`src/hw/rtl/sbb_pkg.sv`:
```
// Package for the separable 3x3 box blur: widths, constants, item types and
// the rounded divide-by-three helpers. No dependencies.
`default_nettype none
package sbb_pkg;

	localparam int MAX_COLUMNS = 1024;
	localparam int COL_W       = $clog2(MAX_COLUMNS);
	localparam int LEN_W       = 11;
	localparam int SAMPLE_W    = 32;
	localparam int LINE_W      = 2 * SAMPLE_W;
	localparam int SUM_W       = SAMPLE_W + 2;
	localparam int MAG_W       = SAMPLE_W + 1;
	localparam int RECIP_SHIFT = 34;
	localparam int PROD_W      = 2 * MAG_W;
	localparam int Q_DEPTH     = 4;
	localparam int Q_PTR_W     = $clog2(Q_DEPTH);
	localparam int Q_CNT_W     = $clog2(Q_DEPTH + 2);

	localparam logic [LEN_W-1:0] ROW_LEN_RESET = 11'd4;
	localparam logic [LEN_W-1:0] ROW_LEN_MIN   = 11'd3;
	localparam logic [LEN_W-1:0] ROW_LEN_MAX   = LEN_W'(MAX_COLUMNS);
	localparam logic [COL_W-1:0] COL_FIRST_OUT = COL_W'(2);
	localparam logic [1:0]       ROW_FULL      = 2'd2;

	// ceil(2^34 / 3): exact floor(m / 3) for any m below 2^33
	localparam logic [MAG_W-1:0] RECIP3 = 33'h1_5555_5556;

	typedef struct packed {
		logic row_ok;
		logic col_ok;
		logic last;
	} sbb_flags_t;

	typedef struct packed {
		logic [SAMPLE_W-1:0] x;
		logic [SAMPLE_W-1:0] older;
		logic [SAMPLE_W-1:0] prev;
		sbb_flags_t          flags;
	} sbb_item_t;

	function automatic logic [SUM_W-1:0] sbb_sext(input logic [SAMPLE_W-1:0] v);
		return {{(SUM_W-SAMPLE_W){v[SAMPLE_W-1]}}, v};
	endfunction

	// |s| + 1, the rounding offset for round-to-nearest of s / 3
	function automatic logic [MAG_W-1:0] sbb_mag(input logic [SUM_W-1:0] s);
		logic [SUM_W-1:0] t;
		if (s[SUM_W-1])
			t = ~s + SUM_W'(2);
		else
			t = s + SUM_W'(1);
		return t[MAG_W-1:0];
	endfunction

	function automatic logic [SAMPLE_W-1:0] sbb_fin(input logic [PROD_W-1:0] p,
		input logic neg);
		logic [SAMPLE_W-1:0] q;
		q = p[RECIP_SHIFT +: SAMPLE_W];
		return neg ? (~q + SAMPLE_W'(1)) : q;
	endfunction

endpackage
`default_nettype wire

```
`src/hw/rtl/sbb_back.sv`:
```
// Back end: vertical and horizontal rounded averages, output register.
// Uses sbb_pkg.
`default_nettype none
module sbb_back import sbb_pkg::*; (
	input  wire logic                clk,
	input  wire logic                arst_n,
	input  wire logic                head_valid,
	input  sbb_item_t                head_item,
	output logic                     pop,
	output logic                     out_valid,
	input  wire logic                out_ready,
	output logic [SAMPLE_W-1:0]      blurred,
	output logic                     row_end
);

	logic                adv;
	logic [7:1]          v;
	sbb_flags_t          f_s1, f_s2, f_s3, f_s4, f_s5, f_s6, f_s7;
	logic [SUM_W-1:0]    sum_s1, hsum_s5;
	logic [MAG_W-1:0]    mag_s2, mag_s6;
	logic                neg_s2, neg_s3, neg_s6, neg_s7;
	logic [PROD_W-1:0]   prod_s3, prod_s7;
	logic [SAMPLE_W-1:0] vavg_s4;
	logic [SAMPLE_W-1:0] w0_q, w1_q;
	logic                out_valid_q;

	assign adv       = !out_valid_q || out_ready;
	assign pop       = adv;
	assign out_valid = out_valid_q;

	always_ff @(posedge clk or negedge arst_n) begin
		if (!arst_n) begin
			v           <= '0;
			out_valid_q <= 1'b0;
		end else if (adv) begin
			v           <= {v[6:1], head_valid};
			out_valid_q <= v[7] && f_s7.row_ok && f_s7.col_ok;
		end
	end

	always_ff @(posedge clk) begin
		if (adv) begin
			// vertical sum; rows above the first full window count as zero
			f_s1   <= head_item.flags;
			sum_s1 <= head_item.flags.row_ok ?
				sbb_sext(head_item.x) + sbb_sext(head_item.older) + sbb_sext(head_item.prev)
				: '0;
			f_s2   <= f_s1;
			mag_s2 <= sbb_mag(sum_s1);
			neg_s2 <= sum_s1[SUM_W-1];
			f_s3    <= f_s2;
			prod_s3 <= PROD_W'(mag_s2) * PROD_W'(RECIP3);
			neg_s3  <= neg_s2;
			f_s4    <= f_s3;
			vavg_s4 <= sbb_fin(prod_s3, neg_s3);
			// horizontal sum over the vertical-average window
			f_s5    <= f_s4;
			hsum_s5 <= sbb_sext(w0_q) + sbb_sext(w1_q) + sbb_sext(vavg_s4);
			if (v[4]) begin
				w0_q <= w1_q;
				w1_q <= vavg_s4;
			end
			f_s6    <= f_s5;
			mag_s6  <= sbb_mag(hsum_s5);
			neg_s6  <= hsum_s5[SUM_W-1];
			f_s7    <= f_s6;
			prod_s7 <= PROD_W'(mag_s6) * PROD_W'(RECIP3);
			neg_s7  <= neg_s6;
			blurred <= sbb_fin(prod_s7, neg_s7);
			row_end <= f_s7.last;
		end
	end

endmodule
`default_nettype wire

```
`config.mk`:
```
export PLATFORM = sky130hd
export DESIGN_NAME = sbb_back
export DESIGN_NICKNAME = d
export VERILOG_FILES = /design/src/hw/rtl/sbb_pkg.sv /design/src/hw/rtl/sbb_back.sv
export SDC_FILE = /design/constraint.sdc
export NUM_CORES = 2
export LEC_CHECK = 0
export BUFFER_PORTS_ARGS = -buffer_cell sky130_fd_sc_hd__buf_2
export CORE_UTILIZATION = 61
export DETAILED_ROUTE_END_ITERATION = 6
export PLACE_DENSITY = 0.78
export SKIP_LAST_GASP = 1
export SYNTH_ARGS = -nofsm -noshare
export SYNTH_HDL_FRONTEND = slang
export SYNTH_SLANG_ARGS = --single-unit
```
`constraint.sdc`:
```
create_clock -name clk -period 18 [get_ports clk]
set_input_delay 3.6 -clock clk [delete_from_list [all_inputs] [get_ports clk]]
set_output_delay 3.6 -clock clk [all_outputs]
set_load 0.1 [all_outputs]
```
# Word-level counts from Yosys, hierarchy flattened
# Index checks and enable logic that the tools add are counted.
# totals
reg_bits	426
elab_cells	63
out_inout_bits	35
# op_classes
bitwise_logic	4
mux	4
add_sub_neg	10
n_mul	2
reduce_logical	5
# ops
operator	count
$mul 33x32->65 const B	2
$add 33x32->34	2
$add 32x32->33	2
$add 33x1->33 const B	2
$add 33x2->33 const B	2
$mux 33	2
$not 33->33	2
$add 32x1->32 const B	2
$mux 32	2
$not 32->32	2
$logic_and 1x1->1	2
$reduce_and 2->1	1
$logic_not 1->1	1
$logic_or 1x1->1	1

# Depth between registers and ports, before layout
# depth
depth_word	3
depth_mapped	26
depth_no_buf	26

# Least setup slack after synthesis
# No wires, ideal clock.
# synth_path
kind	input port to output port
start	in out_ready
end	out pop
cell_stages	2
path_buffers	1
required_ns	14.400
t_arrival_ns	12.479
setup_slack_ns	1.921
cell_sequence	nand2b_1 -> clkbuf_1
# synth_between
elab_chain_len	1
# synth_lines
element	line	source
start, declared	sbb_back.sv:11	input wire logic out_ready,
$logic_or 1x1->1	sbb_back.sv:27	assign adv = !out_valid_q || out_ready;
end, declared	sbb_back.sv:9	output logic pop,
# No other way between the ends.

# Worst setup path in the final report
# Ends and elaborated chain as after synthesis.

==> impl_metrics.json <==
{
  "status": "finished clean",
  "max_freq_ghz": 0.1175,
  "grt_util_all_layers_pct": 29.97,
  "tritoncts.num_buffers": 41,
  "area_occupied_by_registers_sq_mm": 0.01077,
  "clock_tree.buffer_depth": 3,
  "fp.dieW_um": 293.5,
  "dp.final_hpwl_um": 108500,
  "area_growth_pct": 6.538,
  "synth_nets": 6529,
  "die_area_sq_mm": 0.08612,
  "h-tree-depth": 2,
  "drt-total-wl_um": 126000,
  "share_of_the_yosys_chip_area_belonging_to_registers_pct": 20.78,
  "worst_clock_skew_ns": 0.03437,
  "slew_headroom_pct": 23.66,
  "synth.distinct_cells": 76,
  "cts_setup_buffers": 0,
  "avgSynthCellArea_sq_um": 10.75,
  "cts.hold.buffers_added": 0,
  "starting_density_of_the_core_pct": 61.83,
  "final_antenna_net_count": 0,
  "synthesis.area_sq_mm": 0.05182,
  "finalMaxSlewViolations": 0,
  "drtIter0Drc": 2227,
  "number_of_antenna_violations_at_the_first_check_in_global_routing": 0,
  "die-height_um": 293.5,
  "grt_pass1_wl_um": 197800,
  "global_route.overflow_total": 0,
  "routed-via-count": 35120,
  "fillCellCount": 6531,
  "drive_gt1_share_pct": 5.026,
  "grt_setup_unrepaired": "false",
  "worst_path_setup_slack_after_routing_ns": 9.491,
  "grt_pass1_vias": 36880,
  "ys_async_sr_fraction_pct": 2.222,
  "synth_ff_type": "sky130_fd_sc_hd__edfxtp_1",
  "dpl_worst_slack_ns": 9.481,
  "path_clk_slew_ns": 0.06,
  "core.rowCount": 106,
  "coreArea_sq_mm": 0.08382,
  "crit_required_ns": 14.40,
  "timing.critical_path.to_type": "primary output",
  "layout_worst_path_cycle_share_pct": 47.27,
  "synth_edf_count": 352,
  "tritoncts_clock_tree": "built",
  "period_minus_slack_ns": 8.509,
  "wl_per_cell_um": 20.56,
  "type_of_origin_of_the_critical_path": "input port",
  "layout.cells.most_common_list": "sky130_fd_sc_hd__inv_1, sky130_fd_sc_hd__fa_1, sky130_fd_sc_hd__ha_1",
  "drt_pre_antenna_iters": 7,
  "via_per_inst": 5.730,
  "remaining_drc_errors": 0,
  "layout_commonest_cell": "sky130_fd_sc_hd__inv_1",
  "multi_input_area_sq_mm": 0.03672,
  "cap_viol_max_count": 0,
  "finalHoldViolCount": 0,
  "io_buffer_count": 137,
  "timing_worst_setup_path_type": "input port to primary output",
  "synth-warning-count": 0,
  "number_of_synthesized_register_bits": 360,
  "gp_congestion": 1.035,
  "setup_tns_ns": 0,
  "pin_count": 138,
  "grt_max_degree": 164,
  "insertedDiodeCount": 0,
  "worstSkewPairLatency_ns": 0.61,
  "cp_max_fo": 62,
  "clock_sinks": 360,
  "syn_inst": 4820,
  "timing_worst_slew_pin_value_ns": 1.145,
  "setup_viol": 0,
  "min_path_type": "register to register",
  "fin_nets": 6670,
  "cts_resized": 0,
  "ctsRootBufferMaster": "sky130_fd_sc_hd__clkbuf_16",
  "critical_path_arrival_ns": 4.91
}
==> sequential cells by signal (all words and copies together), names as in the netlist, 3 cells and up <==
register / flops
mag_s2: 33
f_s7: 3
prod_s7: 32
prod_s3: 32
vavg_s4: 32
mag_s6: 33
sum_s1: 34
v: 7
hsum_s5: 34
blurred: 32
f_s3: 3
f_s2: 3
f_s1: 3
f_s6: 3
w1_q: 32
f_s5: 3
w0_q: 32
f_s4: 3
==> critical path, cell delays in order <==
cell	delay (ns)
sky130_fd_sc_hd__buf_2	0.08
sky130_fd_sc_hd__nand2b_4	0.66
sky130_fd_sc_hd__buf_2	0.56
==> synth_stat cells, drive strengths merged, types with 45 or more instances <==
cell    number  area share [%]
edfxtp     352              20
ha         796              19
o21ai      124             1.2
nand3       60            0.58
nand2      183             1.3
fa         810              31
xnor2      170             2.9
a21oi      228             2.2
nand2b      45            0.54
nor2       171             1.2
nor3        52            0.51
xor2       107             1.8
a21o        86             1.2
inv       1112             8.1
==> kinds of logic after synthesis <==
logic type / share of synthesized area, %
AOI/OAI and AO/OA: 7.984
xor gates and xnor gates: 4.681
adders and majority gates: 50.51
buffers and inverters: 8.380
DFF: 20.78
muxes: 0.3115
and+or+nand+nor: 7.352
==> per-layer routing <==
layer | vias up | routed length, um | track usage (%)
met1 | 17550 | 49520 | 37.23
met5 | - | 0 | 0
met2 | 1168 | 64160 | 53.09
met3 | 278 | 7059 | 3.820
met4 | 0 | 5235 | 11.69
li1 | 16120 | - | -
==> area by class of cell <==
type                    instances  area share [%]
inverters                    1112           7.560
well taps                    1134           2.570
flip-flops and latches        360           19.51
multi-input cells            3303           66.51
repair buffers                143           1.346
clock buffers                  46           1.892
clock inverters                30          0.6187
==> per-stage QoR <==
step	hold slack (ns)	utilization [%]	area (sq um)	cells
after floorplan	0.4003	-	51820	4820
after global placement	0.4011	64.22	53830	6052
after detailed placement	0.4045	64.22	53830	6052
after CTS	0.4183	65.87	55210	6128
after global routing	0.4217	65.87	55210	6128
final	0.4146	65.87	55210	6128
==> final timing paths <==
check | cells after the start | start | endpoint | slack, ns
max | 3 | out_ready | pop | 9.49
min in group asynchronous | 1 | arst_n | v[7] | 2.82
min | 0 | f_s1[0] | f_s2[0] | 0.41
min reg2reg | 0 | f_s1[0] | f_s2[0] | 0.41
max reg2reg | 23 | mag_s6[1] | prod_s7[63] | 9.54
max in group asynchronous | 1 | arst_n | v[6] | 15.01
Power is not shown: default switching activity piles up to over one toggle a cycle in this logic, so the estimate is an artifact.
