### src/hw/rtl/sbb_pkg.sv
// Package for the separable 3x3 box blur: widths, constants, item types and
// the rounded divide-by-three helpers. No dependencies.
`default_nettype none
package sbb_pkg;

	localparam int MAX_COLUMNS = 1024;
	localparam int COL_W       = $clog2(MAX_COLUMNS);
	localparam int LEN_W       = 11;
	localparam int SAMPLE_W    = 32;
	localparam int LINE_W      = 2 * SAMPLE_W;
	localparam int SUM_W       = SAMPLE_W + 2;
	localparam int MAG_W       = SAMPLE_W + 1;
	localparam int RECIP_SHIFT = 34;
	localparam int PROD_W      = 2 * MAG_W;
	localparam int Q_DEPTH     = 4;
	localparam int Q_PTR_W     = $clog2(Q_DEPTH);
	localparam int Q_CNT_W     = $clog2(Q_DEPTH + 2);

	localparam logic [LEN_W-1:0] ROW_LEN_RESET = 11'd4;
	localparam logic [LEN_W-1:0] ROW_LEN_MIN   = 11'd3;
	localparam logic [LEN_W-1:0] ROW_LEN_MAX   = LEN_W'(MAX_COLUMNS);
	localparam logic [COL_W-1:0] COL_FIRST_OUT = COL_W'(2);
	localparam logic [1:0]       ROW_FULL      = 2'd2;

	// ceil(2^34 / 3): exact floor(m / 3) for any m below 2^33
	localparam logic [MAG_W-1:0] RECIP3 = 33'h1_5555_5556;

	typedef struct packed {
		logic row_ok;
		logic col_ok;
		logic last;
	} sbb_flags_t;

	typedef struct packed {
		logic [SAMPLE_W-1:0] x;
		logic [SAMPLE_W-1:0] older;
		logic [SAMPLE_W-1:0] prev;
		sbb_flags_t          flags;
	} sbb_item_t;

	function automatic logic [SUM_W-1:0] sbb_sext(input logic [SAMPLE_W-1:0] v);
		return {{(SUM_W-SAMPLE_W){v[SAMPLE_W-1]}}, v};
	endfunction

	// |s| + 1, the rounding offset for round-to-nearest of s / 3
	function automatic logic [MAG_W-1:0] sbb_mag(input logic [SUM_W-1:0] s);
		logic [SUM_W-1:0] t;
		if (s[SUM_W-1])
			t = ~s + SUM_W'(2);
		else
			t = s + SUM_W'(1);
		return t[MAG_W-1:0];
	endfunction

	function automatic logic [SAMPLE_W-1:0] sbb_fin(input logic [PROD_W-1:0] p,
		input logic neg);
		logic [SAMPLE_W-1:0] q;
		q = p[RECIP_SHIFT +: SAMPLE_W];
		return neg ? (~q + SAMPLE_W'(1)) : q;
	endfunction

endpackage
`default_nettype wire

### src/hw/rtl/sbb_queue.sv
// Short item queue between front and back end. Uses sbb_pkg.
`default_nettype none
module sbb_queue import sbb_pkg::*; (
	input  wire logic         clk,
	input  wire logic         arst_n,
	input  wire logic         push_valid,
	input  sbb_item_t         push_item,
	input  wire logic         pop,
	output logic              head_valid,
	output sbb_item_t         head_item,
	output logic [Q_CNT_W-1:0] count
);

	sbb_item_t            mem_q [Q_DEPTH];
	logic [Q_PTR_W-1:0]   wr_q;
	logic [Q_PTR_W-1:0]   rd_q;
	logic [Q_CNT_W-1:0]   cnt_q;
	logic                 do_pop;

	assign head_valid = (cnt_q != '0);
	assign head_item  = mem_q[rd_q];
	assign count      = cnt_q;
	assign do_pop     = pop && head_valid;

	always_ff @(posedge clk or negedge arst_n) begin
		if (!arst_n) begin
			wr_q  <= '0;
			rd_q  <= '0;
			cnt_q <= '0;
		end else begin
			if (push_valid)
				wr_q <= wr_q + Q_PTR_W'(1);
			if (do_pop)
				rd_q <= rd_q + Q_PTR_W'(1);
			cnt_q <= cnt_q + Q_CNT_W'(push_valid) - Q_CNT_W'(do_pop);
		end
	end

	always_ff @(posedge clk) begin
		if (push_valid)
			mem_q[wr_q] <= push_item;
	end

endmodule
`default_nettype wire

### config.mk
export PLATFORM = sky130hd
export DESIGN_NAME = sbb_queue
export DESIGN_NICKNAME = d
export VERILOG_FILES = /design/src/hw/rtl/sbb_pkg.sv /design/src/hw/rtl/sbb_queue.sv
export SDC_FILE = /design/constraint.sdc
export NUM_CORES = 1
export LEC_CHECK = 0
export BUFFER_PORTS_ARGS = -buffer_cell sky130_fd_sc_hd__buf_4
export CAP_MARGIN = 20
export CORE_AREA = 2 2 142 213
export DETAILED_ROUTE_END_ITERATION = 6
export DIE_AREA = 0 0 144 215
export HOLD_SLACK_MARGIN = 0.06
export PLACE_DENSITY = 0.73
export SYNTH_ARGS = -nofsm -noshare
export SYNTH_HDL_FRONTEND = slang
export SYNTH_SLANG_ARGS = --single-unit
### constraint.sdc
create_clock -name clk -period 3.53 [get_ports clk]
set_input_delay 0.706 -clock clk [delete_from_list [all_inputs] [get_ports clk]]
set_output_delay 0.706 -clock clk [all_outputs]
set_load 0.05 [all_outputs]
* Word level (Yosys, flattened, before mapping)
Memories as Yosys holds them, arrays and structs flattened.
Cells that the tools add are included.
** Operators by class
- Reduce and logical (&&, ||, !) cells :: 2
- $lt $le $gt $ge :: 0
- Bitwise gates (word level) :: 0
- Shifts and indexed selects :: 0
- $add $sub $neg :: 4
- Eq/ne operators :: 0
- $mul :: 0
- Divide/modulo/power cells :: 0
- Mux-type cells :: 2
** Operators by type and width (number)
- $add A2 B1 Y2 const B :: 2
- $add A3 B1 Y3 :: 1
- $reduce_bool A3 Y1 :: 1
- $sub A3 B1 Y3 :: 1
- $mux W1 :: 2
- $logic_and A1 B1 Y1 :: 1
** Word-level totals
- Memories kept :: 1
- Bits in read-only memories :: 0
- RAM bits :: 396
- Bits in registers :: 7
- Latch bits :: 0
- Word-level logic and storage cells :: 12
- Output and inout port bits :: 103
** Memories
- mem_q :: depth 4, bits a word 99, read ports 1, clocked after memory_dff 0, write ports 1, RTL line sbb_queue.sv:14 : sbb_item_t mem_q [Q_DEPTH];

* Logic depth before layout (Yosys ltp)
Gate-level depths: netlist of the first run.
- Word-level depth :: 3
- Depth in mapped cells :: 7
- Depth with buffers taken out :: 7

* Least setup slack after synthesis of the first run
No wires, ideal clock.
- Path type :: in2reg
- Start :: in push_valid
- End :: mem mem_q[0][0] in the netlist's numbering (enable)
- Stages on the path :: 1
- Required time :: 3.061 ns
- Library setup time :: 0.469 ns
- Data arrival time :: 2.993 ns
- Path slack :: 0.069 ns
- Buffers on the path :: 0
- Cell sequence :: and2_1
** On the way
- Word-level cells in the longest chain between the ends :: 2
** RTL lines
- from (decl) :: RTL line sbb_queue.sv:6 : input wire logic push_valid,
- $mux W1 :: RTL line sbb_queue.sv:40 : if (push_valid)
- $mux W1 (implied by the code) :: RTL line sbb_queue.sv:41 : mem_q[wr_q] <= push_item;
- to (decl) :: RTL line sbb_queue.sv:14
Every way passes these cells.

==> flow_metrics.py, run 1 <==
metrics = {
    "run_status": {
        "status": "complete, no violations",
    },
    "sta": {
        "slew_headroom_pct": 51.4,
        "max_clock_freq_ghz": 0.322,
        "timing.final.max_slew_violations": 0,
        "finalHoldViolCount": 0,
        "final_min_period_over_clock_period_pct": 88.0,
        "tightest_slew_ns": 0.729,
        "setup_violations": 0,
        "fin_tns_setup_ns": 0,
        "finClkSkew_ns": 0.0162,
        "rsz0062_at_grt": "no",
        "layout_min_cycle_time_ns": 3.11,
    },
    "clocking": {
        "post_cts_buffers": 0,
        "clkTransAtPathRegs_ns": 0.06,
        "tritoncts_num_sinks": 403,
        "ctsLongestPathBuffers": 3,
        "tritoncts.num_buffers": 36,
        "clock_tree_from_tritoncts": "built",
        "htreeDepth": 2,
        "clock_latency_ns": 0.53,
        "cts.root.buffer_cell": "clkbuf_16",
    },
    "critical_path": {
        "reg2reg_depth": 7,
        "path_cells": "buf_4 -> mux4_2 -> buf_4",
        "rr_endpoint": "count[2]$_DFF_PN0_",
        "crit_path_kind": "reg -> out",
        "crit_path_frequent_cell": "buf_4",
        "setup.reg_to_reg.worst_slack_ns": 1.45,
        "critical_path_arrival_ns": 2.40,
        "timing.critical_path.required_ns": 2.82,
        "buffers_plus_inverters_on_the_worst_setup_path": 2,
        "kind_of_cell_adding_the_most_delay_to_the_critical_path": "flip-flops",
        "cpPeakStageDelay_ns": 0.83,
        "critical-path-slowest-cell": "dfrtp_4",
        "worst-path-max-fanout": 43,
        "sort_of_element_at_the_end_of_the_critical_path": "output pin",
        "r2r_start": "count[1]$_DFF_PN0_",
        "category_of_the_worst_setup_path_launch_point": "flop",
    },
    "cells_and_area": {
        "nets": 895,
        "combined_area_of_the_multi_input_logic_cells_um2": 2440,
        "final.fill_count": 2030,
        "post_route_cells_drive_above_1_share_pct": 45.7,
        "area_growth_pct": 21.6,
        "seq_area_um2": 12100,
        "final_cell_count_no_fill": 1209,
    },
    "logic_synthesis": {
        "synth_cells": 551,
        "synth_area_leaders": "edfxtp_1 81%, mux4_2 15%, dfrtp_1 1.2%, buf_6 0.77%, ha_1 0.51%",
        "syn-mean-instance-area_um2": 26.7,
        "number_of_nets_produced_by_synthesis": 661,
        "yosysWarnings": 0,
        "postSynthRegisterBits": 403,
        "synthArstFlopShare_pct": 1.74,
        "synth.lib_cells_used.distinct": 18,
        "most_frequent_cells_after_synthesis": "396 x edfxtp_1, 99 x mux4_2, 10 x buf_6, 9 x buf_2, 7 x dfrtp_1",
        "synthDominantCellAreaShare_pct": 80.9,
        "syn_area_um2": 14700,
        "synth_flop_cell": "edfxtp_1",
        "seq_area_frac_synth_pct": 82.1,
        "synth_largest_area_cell": "edfxtp_1",
        "number_of_synthesized_flops_with_an_enable_pin": 396,
        "yosys.cell_count.top_type": "edfxtp_1",
    },
    "die": {
        "placementRows": 77,
        "die_w_um": 144,
        "start_util_pct": 50.3,
        "chipHeight_um": 215,
        "ios": 206,
        "core-area_um2": 29200,
        "die_area_um2": 31000,
    },
    "min_path": {
        "min-delay-path-class": "in -> reg",
        "hold_path_depth": 1,
        "whs_endpoint": "mem_q[0][20]$_DFFE_PP_",
        "hold_wc_startpoint": "push_item[20]",
    },
    "pwr": {
        "net-switching-power_mw": 6.46,
        "power_per_cell_area_nw_per_um2": 962,
        "comb_power_share_pct": 40.4,
        "vdd.ir_drop.worst_v": 0.000883,
        "sw_share_pct": 37.6,
        "leakagePower_nw": 6.08,
        "power.share.clock_pct": 21.2,
        "power_report.internal_total_mw": 10.7,
        "power.sequential.fraction_pct": 38.3,
    },
    "placement": {
        "place_inst": 1141,
        "place.gp.congestion": 0.780,
        "dp_hpwl_mm": 17.3,
        "number_of_i_o_port_buffers": 205,
    },
    "global_route": {
        "grt_usage_pct": 18.0,
        "grt_pass1_wl_mm": 41.3,
        "globalRouteOverflowTotal": 0,
        "grt_start_max_net_pins": 62,
        "first_global_vias": 7250,
        "initial_antenna_violation_count": 7,
    },
    "job": {
        "timing.max_cap.violations": 0,
    },
    "drt": {
        "detail_route.wl_per_cell_um": 22.4,
        "post_drt_via_cell_ratio": 5.41,
        "vias_after_detailed_routing": 6539,
        "firstDrtPassIters": 5,
        "totalWireLength_mm": 27.0,
        "drt_first_iter_violations": 406,
        "route.detailed.drc": 0,
        "drtAntennaViolNets": 0,
    },
}
## stage by stage
| step | hold slack (ns) | cell area [um^2] | utilization, % | setup WS [ns] | power, mW |
|---|---|---|---|---|---|
| floorplan | 0.410 | 14700 | - | 0.0688 | 11.8 |
| global placement | 0.511 | 16700 | 57.4 | 0.959 | 13.6 |
| detailed placement | 0.523 | 16700 | 57.4 | 0.922 | 13.8 |
| CTS | 0.349 | 17800 | 61.1 | 0.367 | 17.4 |
| global route | 0.360 | 17900 | 61.2 | 0.329 | 17.9 |
| finish | 0.376 | 17900 | 61.2 | 0.424 | 17.2 |
## state kept, by name, indices dropped and copies added, names as in the netlist
signal and flops:
mem_q 396, count 3, rd_q 2, wr_q 2
## kinds of logic (layout without fill, tap and decap cells)
kind of cell	after synthesis	after routing	share of synthesized area, %
compound gates	3	3	0.153
other cells	0	6	0
flops	403	403	82.1
xor+xnor	5	5	0.298
simple gates	6	6	0.238
buf+inv	28	285	1.35
fa+ha+maj	7	7	0.647
mux	99	99	15.2
## how the worst max path moves through the flow
stage                   startpoint               endpoint  slack (ns)  cells past startpoint
6_report       rd_q[1]$_DFFE_PN0P_          head_item[11]        0.42                      3
4_1_cts        rd_q[1]$_DFFE_PN0P_          head_item[11]        0.37                      3
3_3_place_gp   rd_q[1]$_DFFE_PN0P_           head_item[4]        0.96                      3
3_5_place_dp   rd_q[1]$_DFFE_PN0P_          head_item[11]        0.92                      3
2_1_floorplan           push_valid  mem_q[0][0]$_DFFE_PP_        0.07                      1
5_1_grt        rd_q[1]$_DFFE_PN0P_          head_item[11]        0.33                      3
## worst reg2reg max path: stages (launching register included)
cell	delay [ns]
dfrtp_1	0.43
o31a_1	0.35
ha_1	0.28
inv_1	0.04
ha_1	0.19
fa_1	0.40
xnor2_1	0.19
xnor2_1	0.14
## layout by cell type (no fill, tap or decap), types with 2 or more instances in the layout
cell and count:
xor2_1 2, buf_4 210, clkinv_2 4, inv_6 2
clkbuf_16 37, buf_12 7, and2_4 4, diode_2 6
bufinv_16 2, clkinv_1 9, mux4_2 99, clkbuf_1 5
ha_1 6, edfxtp_1 396, dfrtp_4 2, inv_1 6
dfrtp_1 5, xnor2_1 3
## metal layers
layer | up-vias | global-route usage, % | part of all wire, %
met4 | 2 | 9.35 | 4.2
met5 | - | 0 | 0.048
met3 | 53 | 4.57 | 6.7
met1 | 3398 | 21.3 | 36
li1 | 2848 | - | -
met2 | 238 | 30.2 | 53
## layout make-up
cell class,instances,area share [%]
multi-input cells,120,13.6
flip-flops and latches,403,67.6
inverters,6,0.126
clock buffers,42,5.29
clock inverters,19,0.827
diodes,6,0.0841
repair buffers,218,9.67
well taps,395,2.77
## power by group through the flow
| stage | clock (mW) | combinational, mW | sequential [mW] |
|---|---|---|---|
| after floorplan | 0 | 5.18 | 6.63 |
| after global placement | 0 | 7.00 | 6.63 |
| after detailed placement | 0 | 7.07 | 6.71 |
| after CTS | 3.73 | 7.08 | 6.61 |
| after global routing | 3.91 | 7.30 | 6.67 |
| final | 3.65 | 6.95 | 6.59 |
## timing repair
item,CTS,global route
hold buffers,1,0
resized for setup,0,0
endpoints found under the hold margin,7,0
(Power assumes the default switching activity.)
==> run 2: changes to the inputs <==
Settings changed: REMOVE_ABC_BUFFERS set to 1.
==> run 2 against run 1 <==
  * Count of clock-buffer cells in the layout up 5
  * Cell count up 0.50%
  * Non-clock buffer count up 2
  * Critical endpoint is now head_item[62]
  * Largest power group unchanged
==> flow_metrics.py, run 2 (synthesized netlist as in run 1, its figures left out) <==
metrics = {
    "clocking": {
        "htreeDepth": 2,
        "ctsLongestPathBuffers": 3,
        "postcts_resize_cnt": 0,
        "tritoncts_num_sinks": 403,
        "post_cts_buffers": 0,
        "ctsHoldBuffers": 1,
        "clock_latency_ns": 0.53,
        "cts.root.buffer_cell": "clkbuf_16",
        "clkTransAtPathRegs_ns": 0.06,
        "clock_tree_from_tritoncts": "built",
        "tritoncts.num_buffers": 37,
    },
    "cells_and_area": {
        "combined_area_of_the_multi_input_logic_cells_um2": 2440,
        "largest-register": "mem_q",
        "post_route_cells_drive_above_1_share_pct": 46.1,
        "mostFrequentLayoutCells": "396 x edfxtp_1, 212 x buf_4, 99 x mux4_2",
        "finalCoreUtilization_pct": 61.5,
        "layout.cell_area.non_filler_um2": 18000,
        "final.fill_count": 1984,
        "mostFrequentLayoutCell": "edfxtp_1",
        "final_cell_count_no_fill": 1215,
        "seq_area_um2": 12100,
        "flip_flop_count_of_the_largest_register_after_layout": 396,
        "nets": 898,
        "area_growth_pct": 22.3,
    },
    "critical_path": {
        "buffers_plus_inverters_on_the_worst_setup_path": 2,
        "cpPeakStageDelay_ns": 0.71,
        "sort_of_element_at_the_end_of_the_critical_path": "output pin",
        "path_cells": "buf_4 -> mux4_2 -> buf_4",
        "category_of_the_worst_setup_path_launch_point": "flop",
        "timing.critical_path.required_ns": 2.82,
        "crit_path_kind": "reg -> out",
        "kind_of_cell_adding_the_most_delay_to_the_critical_path": "flip-flops",
        "crit_path_frequent_cell": "buf_4",
        "worst-path-max-fanout": 27,
        "critical-path-slowest-cell": "dfrtp_4",
        "critical_path_arrival_ns": 2.29,
    },
    "global_route": {
        "globalRouteOverflowTotal": 0,
        "grt_usage_pct": 18.7,
        "initial_antenna_violation_count": 3,
        "first_global_vias": 7270,
        "grt_pass1_wl_mm": 42.5,
        "grt_start_max_net_pins": 47,
    },
    "pwr": {
        "leakagePower_nw": 6.14,
        "total_power_mw": 17.5,
        "power_per_cell_area_nw_per_um2": 975,
        "vdd.ir_drop.worst_v": 0.000669,
    },
    "sta": {
        "layout_min_cycle_time_ns": 2.99,
        "timing.final.max_slew_violations": 0,
        "tightest_slew_ns": 0.708,
        "worst_hold_slack_ns": 0.377,
        "max_clock_freq_ghz": 0.334,
        "fin_tns_setup_ns": 0,
        "final_min_period_over_clock_period_pct": 84.8,
        "finClkSkew_ns": 0.0202,
        "rsz0062_at_grt": "no",
        "setup_violations": 0,
        "finalHoldViolCount": 0,
        "slew_headroom_pct": 52.8,
        "timing.final.ws_setup_ns": 0.537,
    },
    "drt": {
        "detail_route.wl_per_cell_um": 23.4,
        "drtAntennaViolNets": 0,
        "totalWireLength_mm": 28.4,
        "post_drt_via_cell_ratio": 5.39,
        "route.detailed.drc": 0,
        "firstDrtPassIters": 5,
        "drt_first_iter_violations": 355,
        "vias_after_detailed_routing": 6545,
    },
    "run_status": {
        "status": "complete, no violations",
    },
    "die": {
        "start_util_pct": 50.3,
        "die_area_um2": 31000,
        "placementRows": 77,
        "core-area_um2": 29200,
        "ios": 206,
        "die_w_um": 144,
        "chipHeight_um": 215,
    },
    "placement": {
        "place_inst": 1143,
        "dp_hpwl_mm": 17.6,
        "number_of_i_o_port_buffers": 205,
        "place.gp.congestion": 0.723,
        "dpl_worst_slack_ns": 1.06,
        "placement.cell_area_um2": 16800,
    },
    "min_path": {
        "min-delay-path-class": "in -> reg",
    },
    "job": {
        "timing.max_cap.violations": 0,
    },
}
-- run 2: changes by cell type in the layout (fill, tap and decap cells not counted) --
cell | before | now
clkbuf_16 | 37 | 39
clkbuf_1 | 5 | 8
clkinv_1 | 9 | 7
clkinv_2 | 4 | 8
buf_4 | 210 | 212
diode_2 | 6 | 3
bufinv_16 | 2 | 3
inv_6 | 2 | 1
-- run 2: per-layer routing --
metal	track usage (%)	routed length, um
met1	21.3	10000
met5	0	0
met4	8.17	1100
met2	33.7	15800
met3	3.70	1420
-- run 2: power breakdown --
part	internal (mW)	switching [mW]	leakage, nW	total (mW)
Sequential	6.26	0.293	3.72	6.55
Clock	2.25	1.65	0.584	3.89
Combinational	2.42	4.65	1.84	7.08
Total	10.9	6.59	6.14	17.5
-- run 2: layout make-up --
cell class,count,share of cell area [%]
multi-input combinational,120,13.6
timing repair buffer,220,9.70
antenna,3,0.0418
tap,395,2.75
sequential,403,67.2
inverter,6,0.125
clock inverter,21,1.01
clock buffer,47,5.60
-- run 2: path summary, 6_finish.rpt --
path	end	cells after the start	slack (ns)	from
worst max register to register	count[2]$_DFF_PN0_	7	1.44	count[0]$_DFF_PN0_
worst max-delay path	head_item[62]	3	0.54	rd_q[1]$_DFFE_PN0P_
worst min register to register	wr_q[0]$_DFFE_PN0P_	1	0.56	wr_q[0]$_DFFE_PN0P_
worst min-delay path	mem_q[2][7]$_DFFE_PP_	1	0.38	push_item[7]
max in group asynchronous	rd_q[1]$_DFFE_PN0P_	2	2.84	arst_n
min in group asynchronous	count[2]$_DFF_PN0_	2	0.53	arst_n
